### src/hla_pkg.sv
`timescale 1ns / 1ps
package hla_pkg;

  // request action codes
  localparam logic [1:0] ACT_VOTE  = 2'd0;
  localparam logic [1:0] ACT_QUERY = 2'd1;
  localparam logic [1:0] ACT_CLEAR = 2'd2;

  // configuration register indexes
  localparam logic [2:0] CFG_IMAGE_WIDTH    = 3'd0;
  localparam logic [2:0] CFG_IMAGE_HEIGHT   = 3'd1;
  localparam logic [2:0] CFG_RHO_OFFSET     = 3'd2;
  localparam logic [2:0] CFG_ACCU_ROWS      = 3'd3;
  localparam logic [2:0] CFG_PEAK_THRESHOLD = 3'd4;

  // grey level a pixel must exceed to vote
  localparam logic [7:0] PIX_LIMIT = 8'd250;

  // widths that cover the whole parameter range
  localparam int ROW_W  = 12;
  localparam int ROWS_W = 13;
  localparam int ANG_W  = 9;

  typedef struct packed {
    logic [1:0]  action;
    logic [9:0]  pixel_x;
    logic [9:0]  pixel_y;
    logic [7:0]  pixel_value;
    logic [10:0] rho_index;
    logic [7:0]  theta_index;
  } hla_in_t;

  typedef struct packed {
    logic [15:0] vote_count;
    logic        is_peak;
  } hla_out_t;

  typedef enum logic [1:0] {
    K_VOTE,
    K_QUERY,
    K_MISS,
    K_CLEAR
  } hla_kind_t;

  // classified job passed from front to back
  typedef struct packed {
    hla_kind_t          kind;
    logic signed [10:0] dx;
    logic signed [10:0] dy;
    logic [23:0]        offset;
    logic [ROWS_W-1:0]  rows;
    logic [ROW_W-1:0]   row;
    logic [ANG_W-1:0]   theta;
    logic [15:0]        threshold;
  } hla_cmd_t;

  typedef enum logic [1:0] {
    S_CLEAR,
    S_IDLE,
    S_VOTE,
    S_QUERY
  } hla_state_t;

  // sine of 0..90 degrees in Q1.14
  function automatic logic signed [15:0] hla_quarter_sin(input logic [6:0] k);
    logic signed [15:0] v;
    case (k)
      7'd0: v = 16'sd0;        7'd1: v = 16'sd286;      7'd2: v = 16'sd572;
      7'd3: v = 16'sd857;      7'd4: v = 16'sd1143;     7'd5: v = 16'sd1428;
      7'd6: v = 16'sd1713;     7'd7: v = 16'sd1997;     7'd8: v = 16'sd2280;
      7'd9: v = 16'sd2563;     7'd10: v = 16'sd2845;    7'd11: v = 16'sd3126;
      7'd12: v = 16'sd3406;    7'd13: v = 16'sd3686;    7'd14: v = 16'sd3964;
      7'd15: v = 16'sd4240;    7'd16: v = 16'sd4516;    7'd17: v = 16'sd4790;
      7'd18: v = 16'sd5063;    7'd19: v = 16'sd5334;    7'd20: v = 16'sd5604;
      7'd21: v = 16'sd5872;    7'd22: v = 16'sd6138;    7'd23: v = 16'sd6402;
      7'd24: v = 16'sd6664;    7'd25: v = 16'sd6924;    7'd26: v = 16'sd7182;
      7'd27: v = 16'sd7438;    7'd28: v = 16'sd7692;    7'd29: v = 16'sd7943;
      7'd30: v = 16'sd8192;    7'd31: v = 16'sd8438;    7'd32: v = 16'sd8682;
      7'd33: v = 16'sd8923;    7'd34: v = 16'sd9162;    7'd35: v = 16'sd9397;
      7'd36: v = 16'sd9630;    7'd37: v = 16'sd9860;    7'd38: v = 16'sd10087;
      7'd39: v = 16'sd10311;   7'd40: v = 16'sd10531;   7'd41: v = 16'sd10749;
      7'd42: v = 16'sd10963;   7'd43: v = 16'sd11174;   7'd44: v = 16'sd11381;
      7'd45: v = 16'sd11585;   7'd46: v = 16'sd11786;   7'd47: v = 16'sd11982;
      7'd48: v = 16'sd12176;   7'd49: v = 16'sd12365;   7'd50: v = 16'sd12551;
      7'd51: v = 16'sd12733;   7'd52: v = 16'sd12911;   7'd53: v = 16'sd13085;
      7'd54: v = 16'sd13255;   7'd55: v = 16'sd13421;   7'd56: v = 16'sd13583;
      7'd57: v = 16'sd13741;   7'd58: v = 16'sd13894;   7'd59: v = 16'sd14044;
      7'd60: v = 16'sd14189;   7'd61: v = 16'sd14330;   7'd62: v = 16'sd14466;
      7'd63: v = 16'sd14598;   7'd64: v = 16'sd14726;   7'd65: v = 16'sd14849;
      7'd66: v = 16'sd14968;   7'd67: v = 16'sd15082;   7'd68: v = 16'sd15191;
      7'd69: v = 16'sd15296;   7'd70: v = 16'sd15396;   7'd71: v = 16'sd15491;
      7'd72: v = 16'sd15582;   7'd73: v = 16'sd15668;   7'd74: v = 16'sd15749;
      7'd75: v = 16'sd15826;   7'd76: v = 16'sd15897;   7'd77: v = 16'sd15964;
      7'd78: v = 16'sd16026;   7'd79: v = 16'sd16083;   7'd80: v = 16'sd16135;
      7'd81: v = 16'sd16182;   7'd82: v = 16'sd16225;   7'd83: v = 16'sd16262;
      7'd84: v = 16'sd16294;   7'd85: v = 16'sd16322;   7'd86: v = 16'sd16344;
      7'd87: v = 16'sd16362;   7'd88: v = 16'sd16374;   7'd89: v = 16'sd16382;
      7'd90: v = 16'sd16384;
      default: v = 16'sd0;
    endcase
    return v;
  endfunction

  // sine of 0..719 degrees by quadrant symmetry
  function automatic logic signed [15:0] hla_sin_deg(input logic [9:0] d);
    logic [9:0]         r;
    logic signed [15:0] v;
    r = (d >= 10'd360) ? d - 10'd360 : d;
    if (r <= 10'd90) begin
      v = hla_quarter_sin(7'(r));
    end else if (r <= 10'd180) begin
      v = hla_quarter_sin(7'(10'd180 - r));
    end else if (r <= 10'd270) begin
      v = -hla_quarter_sin(7'(r - 10'd180));
    end else begin
      v = -hla_quarter_sin(7'(10'd360 - r));
    end
    return v;
  endfunction

endpackage

### src/hla_queue.sv
`timescale 1ns / 1ps
module hla_queue (
  input  logic              clk,
  input  logic              rst,
  input  logic              push,
  input  hla_pkg::hla_cmd_t push_cmd,
  input  logic              pop,
  output hla_pkg::hla_cmd_t head,
  output logic              empty,
  output logic              full
);

  hla_pkg::hla_cmd_t slot [2];
  logic              rd_ptr;
  logic              wr_ptr;
  logic [1:0]        count;

  // two entry job queue
  always_ff @(posedge clk) begin
    if (rst) begin
      rd_ptr <= 1'b0;
      wr_ptr <= 1'b0;
      count  <= 2'd0;
    end else begin
      if (push) begin
        wr_ptr <= !wr_ptr;
      end
      if (pop) begin
        rd_ptr <= !rd_ptr;
      end
      count <= count + 2'(push) - 2'(pop);
    end
  end

  always_ff @(posedge clk) begin
    if (push) begin
      slot[wr_ptr] <= push_cmd;
    end
  end

  assign head  = slot[rd_ptr];
  assign empty = count == 2'd0;
  assign full  = count == 2'd2;

  a_no_pop_empty: assert property (@(posedge clk) disable iff (rst)
    pop |-> !empty) else $error("job queue popped while empty");

endmodule

### config.mk
export PLATFORM = sky130hd
export DESIGN_NAME = hla_queue
export DESIGN_NICKNAME = d
export VERILOG_FILES = /design/src/hla_pkg.sv /design/src/hla_queue.sv
export SDC_FILE = /design/constraint.sdc
export NUM_CORES = 1
export LEC_CHECK = 0
export ABC_CLOCK_PERIOD_IN_PS = 15100
export BUFFER_PORTS_ARGS = -buffer_cell sky130_fd_sc_hd__buf_2
export CELL_PAD_IN_SITES_DETAIL_PLACEMENT = 0
export CELL_PAD_IN_SITES_GLOBAL_PLACEMENT = 1
export CORE_MARGIN = 2
export CORE_UTILIZATION = 25
export CTS_CLUSTER_DIAMETER = 50
export CTS_CLUSTER_SIZE = 16
export DETAILED_ROUTE_END_ITERATION = 12
export HOLD_SLACK_MARGIN = 0.1
export PLACE_DENSITY = 0.6
export REMOVE_ABC_BUFFERS = 1
export SYNTH_ARGS = -nofsm -noshare
export SYNTH_HDL_FRONTEND = slang
export SYNTH_SLANG_ARGS = --single-unit
export TNS_END_PERCENT = 30
### constraint.sdc
create_clock -name clk -period 15.1 [get_ports clk]
set_clock_uncertainty 0.05 [all_clocks]
set_input_delay 1.51 -clock clk [delete_from_list [all_inputs] [get_ports clk]]
set_output_delay 1.51 -clock clk [all_outputs]
set_load 0.005 [all_outputs]
==> results.yml <==
pwr:
  p_leak_nw: 3.559
  p_sw_share_pct: 21.86
  power.density_nw_per_um2: 139.6
  ir_worst_vdd_mv: 0.07870
  clkPwrFrac_pct: 41.0
  intPower_mw: 1.043
  p_seq_share_pct: 49.7
  pwr-share-comb_pct: 9.4
  p_sw_mw: 0.2917
drt:
  drcViolationCount: 0
  via_count: 3695
  ant_nets: 0
  vias_per_cell: 3.918
  drtPass1Iterations: 4
  wl_per_cell_um: 15.59
  wl_mm: 14.70
  drtIter0Drc: 160
logic_synthesis:
  synth_top_area_share_pct: 79.96
  synth.distinct_cells: 13
  ys_seq_area_share_pct: 81.32
  synth_top_area_cell: "edfxtp_1"
  yosys_warnings: 0
  netlist_area_um2: 7361
  synth_seq_cells: 201
  synthTopCellsByArea: "edfxtp_1 80%, mux2_2 12%, mux2_4 4.1%"
  synthCells: 326
  syn_avg_cell_area_um2: 22.58
layout:
  ff_latch_area_um2: 5989
  layout_common_cells: "201 x buf_2, 196 x edfxtp_1, 78 x mux2_2"
  multiInputGateArea_um2: 1297
  drive_gt1_share_pct: 60.82
  fin_nets: 648
  final_cells: 943
  antenna_cells: 0
  layout_commonest_cell: "buf_2"
  area.growth.synth_to_final_pct: 29.85
  final_util_pct: 33.12
  fillers: 2812
sta:
  rsz0062_at_grt: "no"
  fin_crit_sh_pct: 27.81
  worst_pin_slew_ps: 1002
  hold_viol: 0
  final-max-slew-violation-count: 0
  relSlewSlack_pct: 33.20
  tns_ps: 0
  fmax_ghz: 0.2381
  setup_viol: 0
  final.setup.worst_slack_ps: 10900
  min_period_ps: 4199
critical_path:
  cp.required_ps: 13540
  cp-end-kind: "output pin"
  critical_path.top_delay_family: "buffers and inverters"
  path_cells: "buf_4 > mux2_2 > buf_2"
  crit_path_start_kind: "flip-flop"
  slowest_stage: "buf_4"
  cp.buffers_inverters: 2
  arrival_ps: 2640
  crit_path_max_fanout: 66
  worstSetupPathType: "flip-flop to output pin"
  slowest_delay_ps: 790
die:
  die_h_um: 175.6
  core_um2: 28860
  die_area_um2: 30830
  die_w_um: 175.6
  row_count: 62
  ios: 202
  start_util_pct: 25.51
global_routing:
  grt_pass1_vias: 4131
  grt.overflow.total: 0
  grt_max_degree: 67
  track_usage_pct: 9.183
  grt_pass1_wl_mm: 22.27
  antenna_found_initial: 1
run_status:
  status: "finished, final reports clean"
clocking:
  h-tree-depth: 1
  clk_path_buf_depth: 3
  path_clk_slew_ps: 60
  cts_setup_buffers: 0
  cts.sinks: 201
  cts_tree: "yes"
  ctsHoldBuffers: 0
  worstSkewPairLatency_ps: 500
  cts_buffers: 22
  cts_root_buf: "clkbuf_16"
  cts_resized: 0
placed_design:
  dpl.cell_count: 904
  pre_cts_ws_ps: 11360
  routabilityCongestion: 0.6945
  portBuffers: 201
  dp_hpwl_mm: 9.579
min_path:
  hold_class: "flip-flop to flip-flop"
job:
  cap_viol_max_count: 0
## sequential cells by signal (all words and copies together), names as in the netlist, named ones only
| name | cells |
|---|---|
| rd_ptr | 1 |
| wr_ptr | 1 |
| count | 2 |
| slot | 196 |
## worst paths after layout
| kind | start | slack, ps | end | depth (start not counted) |
|---|---|---|---|---|
| max reg2reg | wr_ptr | 12850 | slot[1][17] | 2 |
| min reg2reg | rd_ptr | 470 | rd_ptr | 2 |
| max | flip-flop | 10900 | head[3] | 3 |
| min | rd_ptr | 470 | rd_ptr | 2 |
## routing by layer
layer / share of wire (%) / track usage (%) / up-vias / wire length (um)
met3: 8.3 / 3.225 / 24 / 1216
met1: 40 / 10.71 / 1797 / 5945
met5: 0 / 0 / - / 0
met4: 2.7 / 2.893 / 0 / 402
li1: - / - / 1727 / -
met2: 49 / 15.85 / 147 / 7133
## cells in the mapped netlist, drive strengths merged
master and number:
dfxtp 5, and2 1, xnor3 1, inv 2, xnor2 2, ha 2, buf 11, nor2b 3
mux2 98, edfxtp 196, nor2 5
## worst reg2reg max path, stage by stage, from the launching register on
cell and delay [ps]:
dfxtp_1 410, and2_4 660, buf_4 710
## per-stage QoR
step / hold WS (ps) / cell area (um2) / power, mW
2_1_floorplan: 429.9 / 7281 / 0.7449
3_3_place_gp: 449.2 / 8811 / 0.7990
3_5_place_dp: 464.0 / 8811 / 0.8044
4_1_cts: 479.7 / 9558 / 1.358
5_1_grt: 516.5 / 9558 / 1.391
6_report: 472.7 / 9558 / 1.335
## kinds of logic after synthesis
family                   after synthesis  share of synthesized area (%)
buffers and inverters                 13                          1.190
XOR/XNOR                               3                         0.5440
multiplexers                          98                          16.01
adder cells (fa/ha/maj)                2                         0.3399
AND/OR/NAND/NOR                        9                         0.5950
flip-flops                           201                          81.32
## power by group through the flow
stage / combinational [mW] / clock [mW] / sequential, mW
finish: 0.125 / 0.547 / 0.663
detailed placement: 0.129 / 0 / 0.676
CTS: 0.129 / 0.565 / 0.664
global placement: 0.125 / 0 / 0.674
global route: 0.138 / 0.587 / 0.666
floorplan: 0.0645 / 0 / 0.680
## area by class of cell
type,instances,area share (%)
Clock buffer,26,5.917
Clock inverter,13,1.898
Inverter,2,0.07854
Multi-Input combinational cell,112,13.58
Sequential cell,201,62.67
Tap cell,384,5.027
Timing Repair Buffer,205,10.84
Note: power is estimated with default switching activity, not from simulation.
