## config.mk

```make
export PLATFORM = sky130hd
export DESIGN_NAME = hla_front
export DESIGN_NICKNAME = d
export VERILOG_FILES = /design/src/hla_pkg.sv /design/src/hla_front.sv
export SDC_FILE = /design/constraint.sdc
export NUM_CORES = 1
export LEC_CHECK = 0
export BUFFER_PORTS_ARGS = -buffer_cell sky130_fd_sc_hd__buf_2
export CORE_ASPECT_RATIO = 2
export CORE_MARGIN = 2
export CORE_UTILIZATION = 30
export CTS_CLUSTER_DIAMETER = 80
export DETAILED_ROUTE_END_ITERATION = 12
export MAX_ROUTING_LAYER = met4
export PLACE_DENSITY = 0.67
export SKIP_CTS_REPAIR_TIMING = 1
export SLEW_MARGIN = 20
export SYNTH_ARGS = -nofsm -noshare
export SYNTH_HDL_FRONTEND = slang
export SYNTH_SLANG_ARGS = --single-unit
```

## constraint.sdc

```tcl
create_clock -name clk -period 2.8 [get_ports clk]
set_clock_uncertainty 0.2 [all_clocks]
set_input_delay 0.42 -clock clk [delete_from_list [all_inputs] [get_ports clk]]
set_output_delay 0.42 -clock clk [all_outputs]
set_load 0.03 [all_outputs]
```

## src/hla_pkg.sv

```systemverilog
`timescale 1ns / 1ps
package hla_pkg;

  // request action codes
  localparam logic [1:0] ACT_VOTE  = 2'd0;
  localparam logic [1:0] ACT_QUERY = 2'd1;
  localparam logic [1:0] ACT_CLEAR = 2'd2;

  // configuration register indexes
  localparam logic [2:0] CFG_IMAGE_WIDTH    = 3'd0;
  localparam logic [2:0] CFG_IMAGE_HEIGHT   = 3'd1;
  localparam logic [2:0] CFG_RHO_OFFSET     = 3'd2;
  localparam logic [2:0] CFG_ACCU_ROWS      = 3'd3;
  localparam logic [2:0] CFG_PEAK_THRESHOLD = 3'd4;

  // grey level a pixel must exceed to vote
  localparam logic [7:0] PIX_LIMIT = 8'd250;

  // widths that cover the whole parameter range
  localparam int ROW_W  = 12;
  localparam int ROWS_W = 13;
  localparam int ANG_W  = 9;

  typedef struct packed {
    logic [1:0]  action;
    logic [9:0]  pixel_x;
    logic [9:0]  pixel_y;
    logic [7:0]  pixel_value;
    logic [10:0] rho_index;
    logic [7:0]  theta_index;
  } hla_in_t;

  typedef struct packed {
    logic [15:0] vote_count;
    logic        is_peak;
  } hla_out_t;

  typedef enum logic [1:0] {
    K_VOTE,
    K_QUERY,
    K_MISS,
    K_CLEAR
  } hla_kind_t;

  // classified job passed from front to back
  typedef struct packed {
    hla_kind_t          kind;
    logic signed [10:0] dx;
    logic signed [10:0] dy;
    logic [23:0]        offset;
    logic [ROWS_W-1:0]  rows;
    logic [ROW_W-1:0]   row;
    logic [ANG_W-1:0]   theta;
    logic [15:0]        threshold;
  } hla_cmd_t;

  typedef enum logic [1:0] {
    S_CLEAR,
    S_IDLE,
    S_VOTE,
    S_QUERY
  } hla_state_t;

  // sine of 0..90 degrees in Q1.14
  function automatic logic signed [15:0] hla_quarter_sin(input logic [6:0] k);
    logic signed [15:0] v;
    case (k)
      7'd0: v = 16'sd0;        7'd1: v = 16'sd286;      7'd2: v = 16'sd572;
      7'd3: v = 16'sd857;      7'd4: v = 16'sd1143;     7'd5: v = 16'sd1428;
      7'd6: v = 16'sd1713;     7'd7: v = 16'sd1997;     7'd8: v = 16'sd2280;
      7'd9: v = 16'sd2563;     7'd10: v = 16'sd2845;    7'd11: v = 16'sd3126;
      7'd12: v = 16'sd3406;    7'd13: v = 16'sd3686;    7'd14: v = 16'sd3964;
      7'd15: v = 16'sd4240;    7'd16: v = 16'sd4516;    7'd17: v = 16'sd4790;
      7'd18: v = 16'sd5063;    7'd19: v = 16'sd5334;    7'd20: v = 16'sd5604;
      7'd21: v = 16'sd5872;    7'd22: v = 16'sd6138;    7'd23: v = 16'sd6402;
      7'd24: v = 16'sd6664;    7'd25: v = 16'sd6924;    7'd26: v = 16'sd7182;
      7'd27: v = 16'sd7438;    7'd28: v = 16'sd7692;    7'd29: v = 16'sd7943;
      7'd30: v = 16'sd8192;    7'd31: v = 16'sd8438;    7'd32: v = 16'sd8682;
      7'd33: v = 16'sd8923;    7'd34: v = 16'sd9162;    7'd35: v = 16'sd9397;
      7'd36: v = 16'sd9630;    7'd37: v = 16'sd9860;    7'd38: v = 16'sd10087;
      7'd39: v = 16'sd10311;   7'd40: v = 16'sd10531;   7'd41: v = 16'sd10749;
      7'd42: v = 16'sd10963;   7'd43: v = 16'sd11174;   7'd44: v = 16'sd11381;
      7'd45: v = 16'sd11585;   7'd46: v = 16'sd11786;   7'd47: v = 16'sd11982;
      7'd48: v = 16'sd12176;   7'd49: v = 16'sd12365;   7'd50: v = 16'sd12551;
      7'd51: v = 16'sd12733;   7'd52: v = 16'sd12911;   7'd53: v = 16'sd13085;
      7'd54: v = 16'sd13255;   7'd55: v = 16'sd13421;   7'd56: v = 16'sd13583;
      7'd57: v = 16'sd13741;   7'd58: v = 16'sd13894;   7'd59: v = 16'sd14044;
      7'd60: v = 16'sd14189;   7'd61: v = 16'sd14330;   7'd62: v = 16'sd14466;
      7'd63: v = 16'sd14598;   7'd64: v = 16'sd14726;   7'd65: v = 16'sd14849;
      7'd66: v = 16'sd14968;   7'd67: v = 16'sd15082;   7'd68: v = 16'sd15191;
      7'd69: v = 16'sd15296;   7'd70: v = 16'sd15396;   7'd71: v = 16'sd15491;
      7'd72: v = 16'sd15582;   7'd73: v = 16'sd15668;   7'd74: v = 16'sd15749;
      7'd75: v = 16'sd15826;   7'd76: v = 16'sd15897;   7'd77: v = 16'sd15964;
      7'd78: v = 16'sd16026;   7'd79: v = 16'sd16083;   7'd80: v = 16'sd16135;
      7'd81: v = 16'sd16182;   7'd82: v = 16'sd16225;   7'd83: v = 16'sd16262;
      7'd84: v = 16'sd16294;   7'd85: v = 16'sd16322;   7'd86: v = 16'sd16344;
      7'd87: v = 16'sd16362;   7'd88: v = 16'sd16374;   7'd89: v = 16'sd16382;
      7'd90: v = 16'sd16384;
      default: v = 16'sd0;
    endcase
    return v;
  endfunction

  // sine of 0..719 degrees by quadrant symmetry
  function automatic logic signed [15:0] hla_sin_deg(input logic [9:0] d);
    logic [9:0]         r;
    logic signed [15:0] v;
    r = (d >= 10'd360) ? d - 10'd360 : d;
    if (r <= 10'd90) begin
      v = hla_quarter_sin(7'(r));
    end else if (r <= 10'd180) begin
      v = hla_quarter_sin(7'(10'd180 - r));
    end else if (r <= 10'd270) begin
      v = -hla_quarter_sin(7'(r - 10'd180));
    end else begin
      v = -hla_quarter_sin(7'(10'd360 - r));
    end
    return v;
  endfunction

endpackage

```

## src/hla_front.sv

```systemverilog
`timescale 1ns / 1ps
module hla_front #(
  parameter int ANGLES       = 180,
  parameter int MAX_RHO_ROWS = 2048
) (
  input  logic              clk,
  input  logic              rst,
  input  logic              start,
  input  hla_pkg::hla_in_t  request,
  output logic              busy,
  input  logic              cfg_valid,
  input  logic [2:0]        cfg_index,
  input  logic [23:0]       cfg_data,
  input  logic              init_done,
  input  logic              q_full,
  output logic              push,
  output hla_pkg::hla_cmd_t cmd
);

  logic [10:0] image_width;
  logic [10:0] image_height;
  logic [23:0] rho_offset_q14;
  logic [10:0] accu_rows;
  logic [15:0] peak_threshold;

  logic [hla_pkg::ROWS_W-1:0] rows_use;
  logic                       keep;

  // configuration registers
  always_ff @(posedge clk) begin
    if (rst) begin
      image_width    <= 11'd640;
      image_height   <= 11'd480;
      rho_offset_q14 <= 24'd7414552;
      accu_rows      <= 11'd905;
      peak_threshold <= 16'd100;
    end else if (cfg_valid) begin
      case (cfg_index)
        hla_pkg::CFG_IMAGE_WIDTH:    image_width    <= cfg_data[10:0];
        hla_pkg::CFG_IMAGE_HEIGHT:   image_height   <= cfg_data[10:0];
        hla_pkg::CFG_RHO_OFFSET:     rho_offset_q14 <= cfg_data;
        hla_pkg::CFG_ACCU_ROWS:      accu_rows      <= cfg_data[10:0];
        hla_pkg::CFG_PEAK_THRESHOLD: peak_threshold <= cfg_data[15:0];
        default: ;
      endcase
    end
  end

  // rows in use, capped at the store size
  always_comb begin
    if ({2'b0, accu_rows} < hla_pkg::ROWS_W'(MAX_RHO_ROWS)) begin
      rows_use = {2'b0, accu_rows};
    end else begin
      rows_use = hla_pkg::ROWS_W'(MAX_RHO_ROWS);
    end
  end

  // classify the request into a job for the back end
  always_comb begin
    cmd.dx        = $signed({1'b0, request.pixel_x}) - $signed({1'b0, image_width[10:1]});
    cmd.dy        = $signed({1'b0, request.pixel_y}) - $signed({1'b0, image_height[10:1]});
    cmd.offset    = rho_offset_q14;
    cmd.rows      = rows_use;
    cmd.row       = hla_pkg::ROW_W'(request.rho_index);
    cmd.theta     = hla_pkg::ANG_W'(request.theta_index);
    cmd.threshold = peak_threshold;
    cmd.kind      = hla_pkg::K_VOTE;
    keep          = 1'b0;
    case (request.action)
      hla_pkg::ACT_VOTE: begin
        cmd.kind = hla_pkg::K_VOTE;
        keep     = request.pixel_value > hla_pkg::PIX_LIMIT;
      end
      hla_pkg::ACT_QUERY: begin
        keep = 1'b1;
        if (({2'b0, request.rho_index} < rows_use) &&
            ({1'b0, request.theta_index} < hla_pkg::ANG_W'(ANGLES))) begin
          cmd.kind = hla_pkg::K_QUERY;
        end else begin
          cmd.kind = hla_pkg::K_MISS;
        end
      end
      hla_pkg::ACT_CLEAR: begin
        cmd.kind = hla_pkg::K_CLEAR;
        keep     = 1'b1;
      end
      default: keep = 1'b0;
    endcase
  end

  assign busy = !init_done || q_full;
  assign push = start && !busy && keep;

endmodule

```

==> flow_metrics.env, run 1 <==
export IMPL_status="complete, no violations"
export IMPL_ant_nets=0
export IMPL_synthAdderAreaFrac_pct=11.40
export IMPL_start_util_pct=30.55
export IMPL_cp_num_cells=8
export IMPL_chipWidth_um=86.49
export IMPL_core_um2=13360
export IMPL_muxShareOfSynthArea_pct=1.471
export IMPL_synth_xor_area_share_pct=3.003
export IMPL_insertion_delay_ps=330
export IMPL_grt_pass1_vias=3728
export IMPL_first_pass_iters=6
export IMPL_path_buf_inv=2
export IMPL_ir_drop_v=0.0003540
export IMPL_wl_per_cell_um=14.54
export IMPL_rsz0062_at_grt="yes"
export IMPL_path_delay_family="compound AO/OA/AOI/OAI gates"
export IMPL_powerDensity_nw_per_um2=530.0
export IMPL_slowest_stage="o41a_1"
export IMPL_antenna_found_initial=0
export IMPL_nets=781
export IMPL_finalHoldViolations=0
export IMPL_setup_violations=0
export IMPL_h_tree_depth=3
export IMPL_ys_seq_area_share_pct=34.81
export IMPL_final_seq_area_um2=1428
export IMPL_synthCells=514
export IMPL_std_cell_rows=60
export IMPL_avgSynthCellArea_um2=7.943
export IMPL_cts_tree="done"
export IMPL_die_height_um=169.0
export IMPL_syn_to_final_growth_pct=31.63
export IMPL_drt_iter0_drc=103
export IMPL_multi_input_area_um2=2351
export IMPL_clockBufferDepth=2
export IMPL_yosysUniqueCellTypes=48
export IMPL_crit_path_max_fanout=4
export IMPL_die_area_um2=14620
export IMPL_crit_path_start_kind="flip-flop"
export IMPL_timing_setup_tns_ps=0
export IMPL_dpl_hpwl_um=9393
export IMPL_grt_pass1_wl_um=18380
export IMPL_max_slew_margin_pct=40.77
export IMPL_drc_errors=0
export IMPL_cts_made_buffers=9
export IMPL_p_leak_nw=2.508
export IMPL_grt_max_degree=54
export IMPL_path_cells="inv_2, ha_4, o21ai_4, a21oi_2, o21a_1, o41a_1, xor2_1, buf_4"
export IMPL_wirelength_um=11970
export IMPL_synth_seq_cells=71
export IMPL_ys_warn_count=0
export IMPL_ff2ff_path_depth=3
export IMPL_crit_arrival_ps=2130
export IMPL_clk_pin_slew_ps=50
export IMPL_num_antenna_cells=0
export IMPL_cpPeakStageDelay_ps=380
export IMPL_stdcell_count=823
export IMPL_drive_above_1_share_pct=35.18
export IMPL_route_vias_total=3899
export IMPL_cts_sinks=71
export IMPL_hold_depth=3
export IMPL_synth_compound_area_share_pct=15.48
export IMPL_track_usage_pct=16.62
export IMPL_maxCapViolCount=0
export IMPL_fmaxAchievable_mhz=363.9
export IMPL_port_buffers=173
export IMPL_slew_viol_final=0
export IMPL_fin_crit_sh_pct=98.15
export IMPL_cp_end_kind="output port"
export IMPL_synth_simple_area_share_pct=22.46
export IMPL_fin_crit_ps=2748
export IMPL_hp_class="input port to flip-flop"
export IMPL_cp_data_required_time_ps=2180
export IMPL_overflow=0
export IMPL_cts_root_buf="clkbuf_16"
export IMPL_dpl_cell_count=804
export IMPL_viasPerCell=4.738
export IMPL_tightest_slew_ps=888.5
export IMPL_netlist_area_um2=4083
export IMPL_routabilityCongestion=0.8386
export IMPL_fin_util_pct=40.22
export IMPL_critical_path_class="flip-flop to output port"
export IMPL_synth_top_family_by_area="simple AND/OR/NAND/NOR gates"
export IMPL_n_fill_cell=1405
export IMPL_io_pins=182
## sequential cells by signal, summed over array words and instances (netlist names)
| register | count |
|---|---|
| image_height | 10 |
| rho_offset_q14 | 24 |
| image_width | 10 |
| accu_rows | 11 |
| peak_threshold | 16 |
## per-stage QoR
stage | hold slack [ps] | cell area, um^2 | setup slack, ps | power [mW]
after floorplan | 236.3 | 4094 | 153.5 | 1.493
after global placement | 238.8 | 4873 | 105.1 | 1.664
after detailed placement | 243.5 | 4873 | 101.6 | 1.669
after CTS | 86.87 | 5184 | -54.61 | 2.839
after global routing | 102.0 | 5374 | -3.090 | 2.968
final | 100.5 | 5374 | 51.76 | 2.848
## synthesized netlist by cell type (all sizes together)
master,instances,share of area [%]
nand2,130,12
dfxtp,71,35
a21oi,58,7.7
inv,42,3.9
buf,35,6.6
ha,34,10
nor2,28,3.0
nand3b,18,3.3
clkbuf,9,0.83
xnor2,8,1.7
a211o,7,1.5
a21o,7,1.3
o21ai,7,1.0
mux2i,6,1.5
nand2b,6,0.92
xor2,6,1.3
nand4,5,0.77
a211oi,4,0.74
nand3,3,0.49
nor3,3,0.37
o211ai,3,0.55
a31oi,2,0.31
and2,2,0.37
and3,2,0.31
fa,2,0.98
nor2b,2,0.49
o21a,2,0.37
o221ai,2,0.43
o41a,2,0.55
a21boi,1,0.18
and3b,1,0.21
conb,1,0.092
nor4b,1,0.21
o2111ai,1,0.21
o211a,1,0.25
o22ai,1,0.15
o31a,1,0.21
## path summary, 6_finish.rpt
| kind | start | end | slack [ps] |
|---|---|---|---|
| worst max-delay path | image_height[3]$_SDFFE_PP0P_ | cmd[81] | 50 |
| worst max register to register | image_height[7]$_SDFFE_PP1P_ | image_height[7]$_SDFFE_PP1P_ | 1730 |
| worst min register to register | rho_offset_q14[1]$_SDFFE_PP0P_ | rho_offset_q14[1]$_SDFFE_PP0P_ | 250 |
| worst min-delay path | cfg_data[16] | rho_offset_q14[16]$_SDFFE_PP1P_ | 100 |
## power by group
group,switching (mW),internal (mW)
Clock,0.405,0.759
Combinational,0.403,0.230
Sequential,0.0138,1.04
Total,0.822,2.03
## cell families (layout without fill, tap and decap cells)
kind of cell,after synthesis,count (layout)
other,1,4
and+or+nand+nor,201,201
DFF,71,71
AOI/OAI and AO/OA,99,99
xor gates and xnor gates,14,14
buffers and inverters,86,237
muxes,6,6
adders and majority gates,36,36
## worst reg2reg max path, cell delays in order, from the launching register on
cell and delay, ps:
dfxtp_1 300, inv_1 130, nor2_1 70, a211o_1 270
## cell usage in the layout (no fill, tap or decap), types with 3 or more instances in the layout
| master | n |
|---|---|
| a21oi_1 | 51 |
| inv_1 | 40 |
| a21o_1 | 7 |
| ha_1 | 24 |
| nor2_1 | 23 |
| o211ai_1 | 3 |
| ha_2 | 4 |
| xnor2_1 | 8 |
| nand4_1 | 5 |
| dfxtp_1 | 68 |
| a21oi_2 | 6 |
| nor2_2 | 4 |
| clkbuf_8 | 3 |
| mux2i_1 | 6 |
| buf_2 | 164 |
| o21ai_0 | 3 |
| xor2_1 | 6 |
| nand2b_1 | 5 |
| a211o_1 | 6 |
| nand2_1 | 129 |
| nand3b_1 | 18 |
| buf_4 | 14 |
| nor3_1 | 3 |
| conb_1 | 4 |
| ha_4 | 6 |
| clkbuf_16 | 9 |
## per-layer routing
| metal | vias up | track usage, % | routed length [um] |
|---|---|---|---|
| li1 | 1975 | - | - |
| met1 | 1785 | 17.76 | 4593 |
| met2 | 116 | 29.23 | 6532 |
| met3 | 23 | 2.340 | 469 |
| met4 | 0 | 8.356 | 374 |
| met5 | - | - | 0 |
## final cells by class
class	count	share of cell area [%]
Clock buffer	13	5.029
Clock inverter	3	0.7451
Inverter	42	2.934
Multi-Input combinational cell	360	43.75
Sequential cell	71	26.57
Tap cell	155	3.609
Timing Repair Buffer	179	17.37
Power figures use the tool's default switching activity.
==> run 2, diff against run 1 <==
- BUFFER_PORTS_ARGS: -buffer_cell sky130_fd_sc_hd__buf_2 -> unset
- DONT_BUFFER_PORTS: unset -> 1
- PLACE_DENSITY: 0.67 -> 0.56
- SLEW_MARGIN: 20 -> unset
==> flow_metrics.env, run 2 (same netlist as run 1, synthesis figures left out) <==
export IMPL_die_area_um2=14620
export IMPL_swShare_pct=26.92
export IMPL_r2r_setup_slack_ps=1740
export IMPL_crit_path_max_fanout=3
export IMPL_wirelength_um=12090
export IMPL_cts_tree="done"
export IMPL_place_area_um2=4218
export IMPL_finalHoldViolations=1
export IMPL_crit_arrival_ps=2090
export IMPL_cts_sinks=71
export IMPL_nets=640
export IMPL_net_switching_power_uw=743.1
export IMPL_tightest_slew_ps=629.3
export IMPL_layout_cells_most_common_list="nand2_1 (129), dfxtp_1 (68), a21oi_1 (52)"
export IMPL_core_um2=13360
export IMPL_chipWidth_um=86.49
export IMPL_num_antenna_cells=0
export IMPL_violations="negative hold slack"
export IMPL_largest_reg_flops=24
export IMPL_n_fill_cell=1415
export IMPL_max_slew_margin_pct=58.05
export IMPL_start_util_pct=30.55
export IMPL_routabilityCongestion=0.9016
export IMPL_worstReg2RegStart="peak_threshold[9]$_SDFFE_PP0P_"
export IMPL_rsz0062_at_grt="yes"
export IMPL_critical_path_class="flip-flop to output port"
export IMPL_grt_pass1_wl_um=17280
export IMPL_r2r_end="peak_threshold[9]$_SDFFE_PP0P_"
export IMPL_fin_crit_sh_pct=96.92
export IMPL_insertion_delay_ps=330
export IMPL_powerDensity_nw_per_um2=583.4
export IMPL_seqPwrFrac_pct=39.3
export IMPL_antenna_found_initial=0
export IMPL_port_buffers=0
export IMPL_grt_max_degree=72
export IMPL_route_vias_total=3416
export IMPL_drc_errors=0
export IMPL_slew_viol_final=0
export IMPL_viasPerCell=5.016
export IMPL_cp_end_kind="output port"
export IMPL_ir_drop_v=0.0003615
export IMPL_cp_data_required_time_ps=2180
export IMPL_worstHoldStart="rst"
export IMPL_clkPwrFrac_pct=43.4
export IMPL_syn_to_final_growth_pct=15.91
export IMPL_top_register="rho_offset_q14"
export IMPL_reg_top3="rho_offset_q14 (24), peak_threshold (16), accu_rows (11)"
export IMPL_final_common_cell="nand2_1"
export IMPL_drive_above_1_share_pct=16.16
export IMPL_fin_crit_ps=2714
export IMPL_track_usage_pct=15.91
export IMPL_path_buf_inv=2
export IMPL_final_area_um2=4732
export IMPL_clk_pin_slew_ps=60
export IMPL_fmaxAchievable_mhz=368.5
export IMPL_grt_pass1_vias=3352
export IMPL_drt_iter0_drc=122
export IMPL_die_height_um=169.0
export IMPL_cts_root_buf="clkbuf_16"
export IMPL_status="finished, violations left"
export IMPL_maxCapViolCount=0
export IMPL_ant_nets=0
export IMPL_crit_path_start_kind="flip-flop"
export IMPL_cpPeakStageDelay_ps=360
export IMPL_hold_depth=1
export IMPL_clockBufferDepth=2
export IMPL_overflow=0
export IMPL_first_pass_iters=4
export IMPL_cts_made_buffers=9
export IMPL_slowest_stage="dfxtp_2"
export IMPL_std_cell_rows=60
export IMPL_wl_per_cell_um=17.76
export IMPL_dpl_hpwl_um=9012
export IMPL_ff2ff_path_depth=2
export IMPL_whs_ps=-1.336
export IMPL_hold_path_end="rho_offset_q14[9]$_SDFFE_PP1P_"
export IMPL_h_tree_depth=3
export IMPL_p_leak_nw=1.954
export IMPL_io_pins=182
export IMPL_path_cells="inv_1, ha_1, nand2b_1, a21oi_2, o21a_1, o41a_1, xor2_1, buf_4"
export IMPL_hp_class="input port to flip-flop"
export IMPL_setup_violations=0
export IMPL_path_delay_family="compound AO/OA/AOI/OAI gates"
export IMPL_combPwrFrac_pct=17.3
export IMPL_internal_power_mw=2.018
export IMPL_timing_setup_tns_ps=0
run 2: cell types whose count changed in the layout (fill, tap and decap cells not counted), moves of 2 or more:
cell and change:
a211oi_1 +2, a211oi_2 -2, a21oi_2 -2, buf_2 -164, buf_4 +20, clkbuf_8 -2, dlygate4sd3_1 +3, ha_4 -2
run 2: area by class of cell:
cell class | instances | area, um^2 | share of cell area [%]
clock buffer | 11 | 242.7 | 5.130
sequential | 71 | 1425 | 30.12
tap | 155 | 193.9 | 4.098
timing repair buffer | 38 | 312.8 | 6.610
inverter | 42 | 157.7 | 3.332
clock inverter | 4 | 70.07 | 1.481
multi-input combinational | 360 | 2330 | 49.23
run 2: power groups by stage:
stage	clock (mW)	sequential [mW]	combinational, mW
final	1.20	1.08	0.478
after global placement	0	1.11	0.418
after detailed placement	0	1.11	0.431
after global routing	1.27	1.09	0.521
after floorplan	0	1.11	0.384
after CTS	1.23	1.08	0.432
run 2: worst max-delay path by stage:
stage	start	endpoint	cells after the start
after CTS	image_height[1]$_SDFFE_PP0P_	cmd[82]	8
final	image_height[2]$_SDFFE_PP0P_	cmd[81]	8
after global placement	request[37]	cmd[93]	9
after detailed placement	request[37]	cmd[93]	9
after global routing	image_height[2]$_SDFFE_PP0P_	cmd[81]	8
after floorplan	request[27]	cmd[82]	8
run 2: routing by layer:
metal	GRT usage, %	share of wire, %
met2	27.42	56
met3	4.193	5.5
met1	16.74	36
met5	-	0
met4	6.997	2.9
run 2: stage by stage:
stage               power (mW)  setup slack, ps  hold slack (ps)  utilization, %  instances
floorplan                1.493            153.5            236.3               -        517
global placement         1.523            209.7            241.6           31.56        659
detailed placement       1.536            204.7            244.8           31.56        659
CTS                      2.743           -10.75           -62.22           33.90        674
global route             2.875           -12.27            1.364           35.41        681
finish                   2.761            86.21           -1.336           35.41        681
==> run 3, diff against run 2 <==
- REMOVE_ABC_BUFFERS: unset -> 1
==> flow_metrics.env, run 3 (same netlist as run 1, synthesis figures left out) <==
export IMPL_start_util_pct=30.55
export IMPL_io_pins=182
export IMPL_overflow=0
export IMPL_setup_violations=0
export IMPL_core_um2=13360
export IMPL_std_cell_rows=60
export IMPL_tightest_slew_ps=713.2
export IMPL_path_delay_family="compound AO/OA/AOI/OAI gates"
export IMPL_rsz0062_at_grt="no"
export IMPL_grt_pass1_wl_um=16970
export IMPL_critical_path_class="flip-flop to output port"
export IMPL_fin_total_pwr_mw=2.607
export IMPL_finalHoldViolations=0
export IMPL_whs_ps=5.925
export IMPL_num_antenna_cells=0
export IMPL_fmaxAchievable_mhz=371.2
export IMPL_cp_end_kind="output port"
export IMPL_wirelength_um=11830
export IMPL_dpl_hpwl_um=8629
export IMPL_grt_pass1_vias=3473
export IMPL_powerDensity_nw_per_um2=556.7
export IMPL_top_register="rho_offset_q14"
export IMPL_die_area_um2=14620
export IMPL_final_common_cell="nand2_1"
export IMPL_p_leak_nw=1.930
export IMPL_crit_path_start_kind="flip-flop"
export IMPL_crit_path_max_fanout=3
export IMPL_first_pass_iters=4
export IMPL_dpl_cell_count=659
export IMPL_insertion_delay_ps=330
export IMPL_ir_drop_v=0.0003295
export IMPL_drc_errors=0
export IMPL_cts_sinks=71
export IMPL_cts_made_buffers=9
export IMPL_path_cells="inv_1, ha_1, nand2b_1, a21oi_2, o21a_1, o41a_1, xor2_1, buf_4"
export IMPL_crit_arrival_ps=2070
export IMPL_fin_crit_sh_pct=96.22
export IMPL_drt_iter0_drc=137
export IMPL_stdcell_count=681
export IMPL_worstReg2RegStart="peak_threshold[10]$_SDFFE_PP0P_"
export IMPL_timing_setup_tns_ps=0
export IMPL_maxCapViolCount=0
export IMPL_antenna_found_initial=0
export IMPL_r2r_setup_slack_ps=1730
export IMPL_track_usage_pct=15.57
export IMPL_largest_reg_flops=24
export IMPL_ff2ff_path_depth=2
export IMPL_viasPerCell=4.994
export IMPL_slowest_stage="dfxtp_2"
export IMPL_cts_root_buf="clkbuf_16"
export IMPL_hold_path_end="accu_rows[0]$_SDFFE_PP1P_"
export IMPL_wl_per_cell_um=17.38
export IMPL_preCtsSetupSlack_ps=199.3
export IMPL_chipWidth_um=86.49
export IMPL_r2r_end="peak_threshold[10]$_SDFFE_PP0P_"
export IMPL_cpPeakStageDelay_ps=350
export IMPL_max_slew_margin_pct=52.29
export IMPL_syn_to_final_growth_pct=14.68
export IMPL_fin_crit_ps=2694
export IMPL_grt_max_degree=72
export IMPL_status="complete, no violations"
export IMPL_hold_depth=1
export IMPL_clockBufferDepth=2
export IMPL_layout_cells_most_common_list="nand2_1 (129), dfxtp_1 (68), a21oi_1 (52)"
export IMPL_h_tree_depth=3
export IMPL_drive_above_1_share_pct=15.40
export IMPL_slew_viol_final=0
export IMPL_route_vias_total=3401
export IMPL_nets=639
export IMPL_reg_top3="rho_offset_q14 (24), peak_threshold (16), accu_rows (11)"
export IMPL_worstHoldStart="rst"
export IMPL_clk_pin_slew_ps=60
export IMPL_ant_nets=0
export IMPL_die_height_um=169.0
export IMPL_cp_data_required_time_ps=2180
export IMPL_routabilityCongestion=0.8108
export IMPL_path_buf_inv=2
export IMPL_port_buffers=0
export IMPL_hp_class="input port to flip-flop"
export IMPL_cts_tree="done"
export IMPL_fin_ws_ps=105.8
==> run 3: cell types whose count changed in the layout (fill, tap and decap cells not counted), moves of 2 or more <==
cell,change
a21oi_2,+2
a21oi_4,-2
buf_4,-2
bufinv_16,-2
ha_1,+2
ha_2,-3
==> run 3: worst max path at each step <==
stage | slack (ps) | start | depth (start not counted) | to
final | 110 | image_width[2]$_SDFFE_PP0P_ | 8 | cmd[92]
after global routing | 6 | image_width[1]$_SDFFE_PP0P_ | 8 | cmd[95]
after CTS | -30 | image_height[1]$_SDFFE_PP0P_ | 8 | cmd[82]
after detailed placement | 200 | request[27] | 9 | cmd[82]
after global placement | 190 | request[37] | 9 | cmd[93]
after floorplan | 150 | request[27] | 8 | cmd[82]
==> run 3: cell type report <==
class | count | area, um^2
Clock buffer | 13 | 260.3
Multi-Input combinational cell | 360 | 2317
Timing Repair Buffer | 37 | 307.8
Sequential cell | 71 | 1428
Fill cell | 1403 | 8681
Clock inverter | 3 | 17.52
Tap cell | 155 | 193.9
Inverter | 42 | 157.7
==> run 3: report_power, final <==
group          internal [mW]  switching [mW]  leakage [nW]
Sequential              1.04          0.0462         0.578
Combinational          0.183           0.289          1.22
Clock                  0.645           0.407         0.136
==> run 3: worst reg2reg max path, delay by kind of cell, from the launching register on <==
family	cells	cell delay (ps)
AND/OR/NAND/NOR	1	120
flip-flops	1	550
AO/OA/AOI/OAI	1	140
==> run 3: stage by stage <==
step,util (%),area (um^2)
2_1_floorplan,-,3791
3_3_place_gp,31.56,4218
3_5_place_dp,31.56,4218
4_1_cts,33.64,4496
5_1_grt,35.04,4682
6_report,35.04,4682
==> run 3: metal layers <==
metal	track usage (%)	up-vias	wire length, um	share of wire (%)
met5	-	-	0	0
met4	7.609	0	474	4.0
met1	14.32	1552	4040	34
met3	4.144	29	762	6.4
met2	28.70	139	6555	55
li1	-	1681	-	-
